File: config.mk
export PLATFORM = sky130hd
export DESIGN_NAME = stc_kernel
export DESIGN_NICKNAME = d
export VERILOG_FILES = /design/src/design/stc_pkg.sv /design/src/design/stc_kernel.sv
export SDC_FILE = /design/constraint.sdc
export NUM_CORES = 1
export LEC_CHECK = 0
export ABC_AREA = 1
export BUFFER_PORTS_ARGS = -buffer_cell sky130_fd_sc_hd__buf_2
export CORE_MARGIN = 3
export CORE_UTILIZATION = 52
export DETAILED_ROUTE_END_ITERATION = 10
export PLACE_DENSITY_LB_ADDON = 0.25
export REMOVE_ABC_BUFFERS = 1
export SLEW_MARGIN = 25
export SYNTH_ARGS = -nofsm -noshare
export SYNTH_HDL_FRONTEND = slang
export SYNTH_SLANG_ARGS = --single-unit
File: constraint.sdc
create_clock -name vclk -period 12.7
set_input_delay 0.635 -clock vclk [all_inputs]
set_output_delay 0.635 -clock vclk [all_outputs]
set_load 0.05 [all_outputs]
File: src/design/stc_pkg.sv
// Shared types and constants for the 3x3 stencil filter.
// No dependencies; imported by every module of the block.
package stc_pkg;

    // Field widths
    localparam int PIX_W   = 8;
    localparam int X_W     = 10;
    localparam int Y_W     = 16;
    localparam int CFG_W   = 16;
    localparam int CADDR_W = 2;
    localparam int IMG_W_W = 11;
    localparam int ACC_W   = 13;   // signed kernel accumulator

    // Register indexes on the configuration port
    localparam logic [CADDR_W-1:0] CFG_FILTER_MODE  = 2'd0;
    localparam logic [CADDR_W-1:0] CFG_IMAGE_WIDTH  = 2'd1;
    localparam logic [CADDR_W-1:0] CFG_IMAGE_HEIGHT = 2'd2;

    // Filter modes
    localparam logic MODE_SHARPEN = 1'b0;
    localparam logic MODE_SOBEL   = 1'b1;

    // Reset values of the registers
    localparam logic [IMG_W_W-1:0] IMG_W_RESET = 11'd256;
    localparam logic [Y_W-1:0]     IMG_H_RESET = 16'd256;

    // 3x3 window, element 0 top left, 4 centre, 8 bottom right
    typedef logic [8:0][PIX_W-1:0] win_t;

    // Line buffer port enables
    typedef struct packed {
        logic rd_en;
        logic wr_en;
    } lb_en_t;

endpackage

File: src/design/stc_kernel.sv
// Combinational 3x3 kernel: sharpen or Sobel sum, clamped to 0..255.
// Depends on stc_pkg.
module stc_kernel
    import stc_pkg::*;
(
    input  logic             mode,
    input  win_t             win,
    output logic [PIX_W-1:0] value
);

    logic signed [ACC_W-1:0] p [9];
    logic signed [ACC_W-1:0] ring;
    logic signed [ACC_W-1:0] sharp;
    logic signed [ACC_W-1:0] gx;
    logic signed [ACC_W-1:0] gy;
    logic signed [ACC_W-1:0] sob;
    logic signed [ACC_W-1:0] half;

    // Widen the window to signed
    always_comb
    begin
        for (int i = 0; i < 9; i++)
        begin
            p[i] = signed'({{(ACC_W-PIX_W){1'b0}}, win[i]});
        end
    end

    // Sharpen: 9 * centre minus the ring
    assign ring  = p[0] + p[1] + p[2] + p[3] + p[5] + p[6] + p[7] + p[8];
    assign sharp = (p[4] <<< 3) + p[4] - ring;

    // Sobel: both gradients, halved with floor
    assign gy   = (p[6] + (p[7] <<< 1) + p[8]) - (p[0] + (p[1] <<< 1) + p[2]);
    assign gx   = (p[2] + (p[5] <<< 1) + p[8]) - (p[0] + (p[3] <<< 1) + p[6]);
    assign sob  = gx + gy;
    assign half = sob >>> 1;

    // Mode select and clamp
    always_comb
    begin
        value = '0;
        unique case (mode)
            MODE_SHARPEN:
            begin
                if (sharp < 0)
                    value = '0;
                else if (sharp > 255)
                    value = '1;
                else
                    value = sharp[PIX_W-1:0];
            end
            MODE_SOBEL:
            begin
                if (sob <= 0)
                    value = '0;
                else if (half > 255)
                    value = '1;
                else
                    value = half[PIX_W-1:0];
            end
            default:
            begin
                value = '0;
            end
        endcase
    end

endmodule

==> results.cfg <==
[floorplan]
core_area_sq_um = 10500
die_h_um = 111
dieArea_sq_um = 12200
start_util_pct = 54.3
rows = 37
die_w_um = 111
io_pins = 81

[detailed_routing]
final_antenna_net_count = 0
vias_per_cell = 4.74
vias = 4683
drt_iter0_drc = 224
dr.pass1.iters = 5
wl_um = 11500
drc = 0
wire_per_inst_um = 11.7

[sta]
period_share_pct = 48.4
finalSetupViolations = 0
report.final.slew_viol_count = 0
hold_viol = 0
tns_ns = 0
post-route-min-period_ns = 6.15
fmax_mhz = 163
timing.slew.headroom_pct = 68.9
tightest_slew_ns = 0.467
rsz0062_at_grt = false

[global_routing]
grt_use_total_pct = 20.4
grt_pass1_wl_um = 21500
grt_overflow = 0
antenna_found_initial = 0
grt_pass1_vias = 4911
grt_max_degree = 13

[critical_path]
cp-startpoint = win[32]
cp-start-kind = input pin
setup.worst_path.class = input pin to primary output
cp_slowest_cell = fa_1
required_ns = 12.06
endpoint = value[4]
path_common_cell = nand2_1
crit_path_max_incr_delay_ns = 0.50
crit_buf_inv = 4
cp.depth = 25
end_kind = primary output
cp.arrival_ns = 5.51
crit_family = adder cells
crit_fanout = 8

[placed_design]
gp_congestion = 0.909
dp_hpwl_um = 11100
portBuffers = 81

[clocking]
ctsResizeCount = 0
cts_setup_buffers = 0
cts_hold_buf = 0

[synthesis]
synth_cell_types = 28
syn-cell-area_sq_um = 5680
ys_seq_area_share_pct = 0
avgSynthCellArea_sq_um = 7.36
yosysWarnings = 0
syn_inst = 772

[final_layout]
n_antenna_cell = 0
nets = 1099
seq_cells = 0
n_clock_buffer = 0
ff_latch_area_sq_um = 0
area_growth_pct = 10.0
drive_above_1_share_pct = 11.5

[min_path]
worstHoldPathType = input pin to primary output

[status]
status = finished clean

[flow_run]
cap_violations = 0
[metal layers]
layer | vias up | global-route usage, % | wire, um
met5 | - | 0 | 0
li1 | 2399 | - | -
met3 | 4 | 1.04 | 488
met1 | 2186 | 27.6 | 5070
met4 | 0 | 0.739 | 31
met2 | 94 | 38.2 | 5920
[worst min path at each step]
stage	slack, ns	startpoint	depth (start not counted)	end
after floorplan	1.65	mode	3	value[1]
after global placement	1.77	mode	5	value[6]
after detailed placement	1.76	mode	5	value[2]
after CTS	1.76	mode	5	value[2]
after global routing	1.80	mode	5	value[6]
final	1.76	mode	5	value[6]
[Yosys cell counts]
cell type  instances  area (sq um)
nor2_2             3          18.8
nand4_1            8          50.1
o21ai_0            6          30.0
nand2_4            1          11.3
inv_1            250           938
o21ai_4            2          32.5
nor3_1             1          5.00
ha_1              52           651
a21oi_2            1          8.76
o21bai_1           2          15.0
or2_2              1          6.26
fa_1             120          2400
nand2_2            4          25.0
buf_4              1          7.51
a21boi_2           1          11.3
xnor2_1           12           105
nand3_1           40           200
a21o_1             3          22.5
o211ai_1           1          7.51
inv_2              3          11.3
a31oi_1            2          12.5
xor2_1            17           149
clkinv_1           1          3.75
nand3b_1           2          15.0
a21oi_1           32           160
nand2_1          178           668
nor2_1            27           101
nand3_2            1          10.0
[kinds of logic (layout without fill, tap and decap cells)]
kind of cell             count (synthesis)  after routing  synth area share (%)
AO/OA/AOI/OAI                           50             50                  5.29
AND/OR/NAND/NOR                        266            266                  19.6
adder cells (fa/ha/maj)                172            172                  53.8
buffers and inverters                  255            335                  16.9
XOR/XNOR                                29             29                  4.47
[cell type report]
cell class                 instances  area, sq um
tap                              136          170
timing repair buffer              81          405
inverter                         254          953
fill                            1031         4220
multi-input combinational        517         4720
[cell usage in the layout, fill, tap and decap left out, drive strengths merged, types with 12 or more instances in the layout]
master / instances
a21oi: 33
inv: 253
xnor2: 12
ha: 52
xor2: 17
nor2: 30
fa: 120
buf: 81
nand3: 41
nand2: 183
[through the flow]
stage               cell area, sq um  hold slack, ns  setup slack [ns]  cells  util (%)
floorplan                       5670            1.65              7.01    771         -
global placement                6250            1.77              6.55    988      59.7
detailed placement              6250            1.76              6.54    988      59.7
CTS                             6250            1.76              6.53    988      59.7
global route                    6250            1.80              5.89    988      59.7
finish                          6250            1.76              6.55    988      59.7
Power is left out: the tool's default activity adds up to more than one toggle a clock period on the data nets, which glitch-free logic cannot reach.
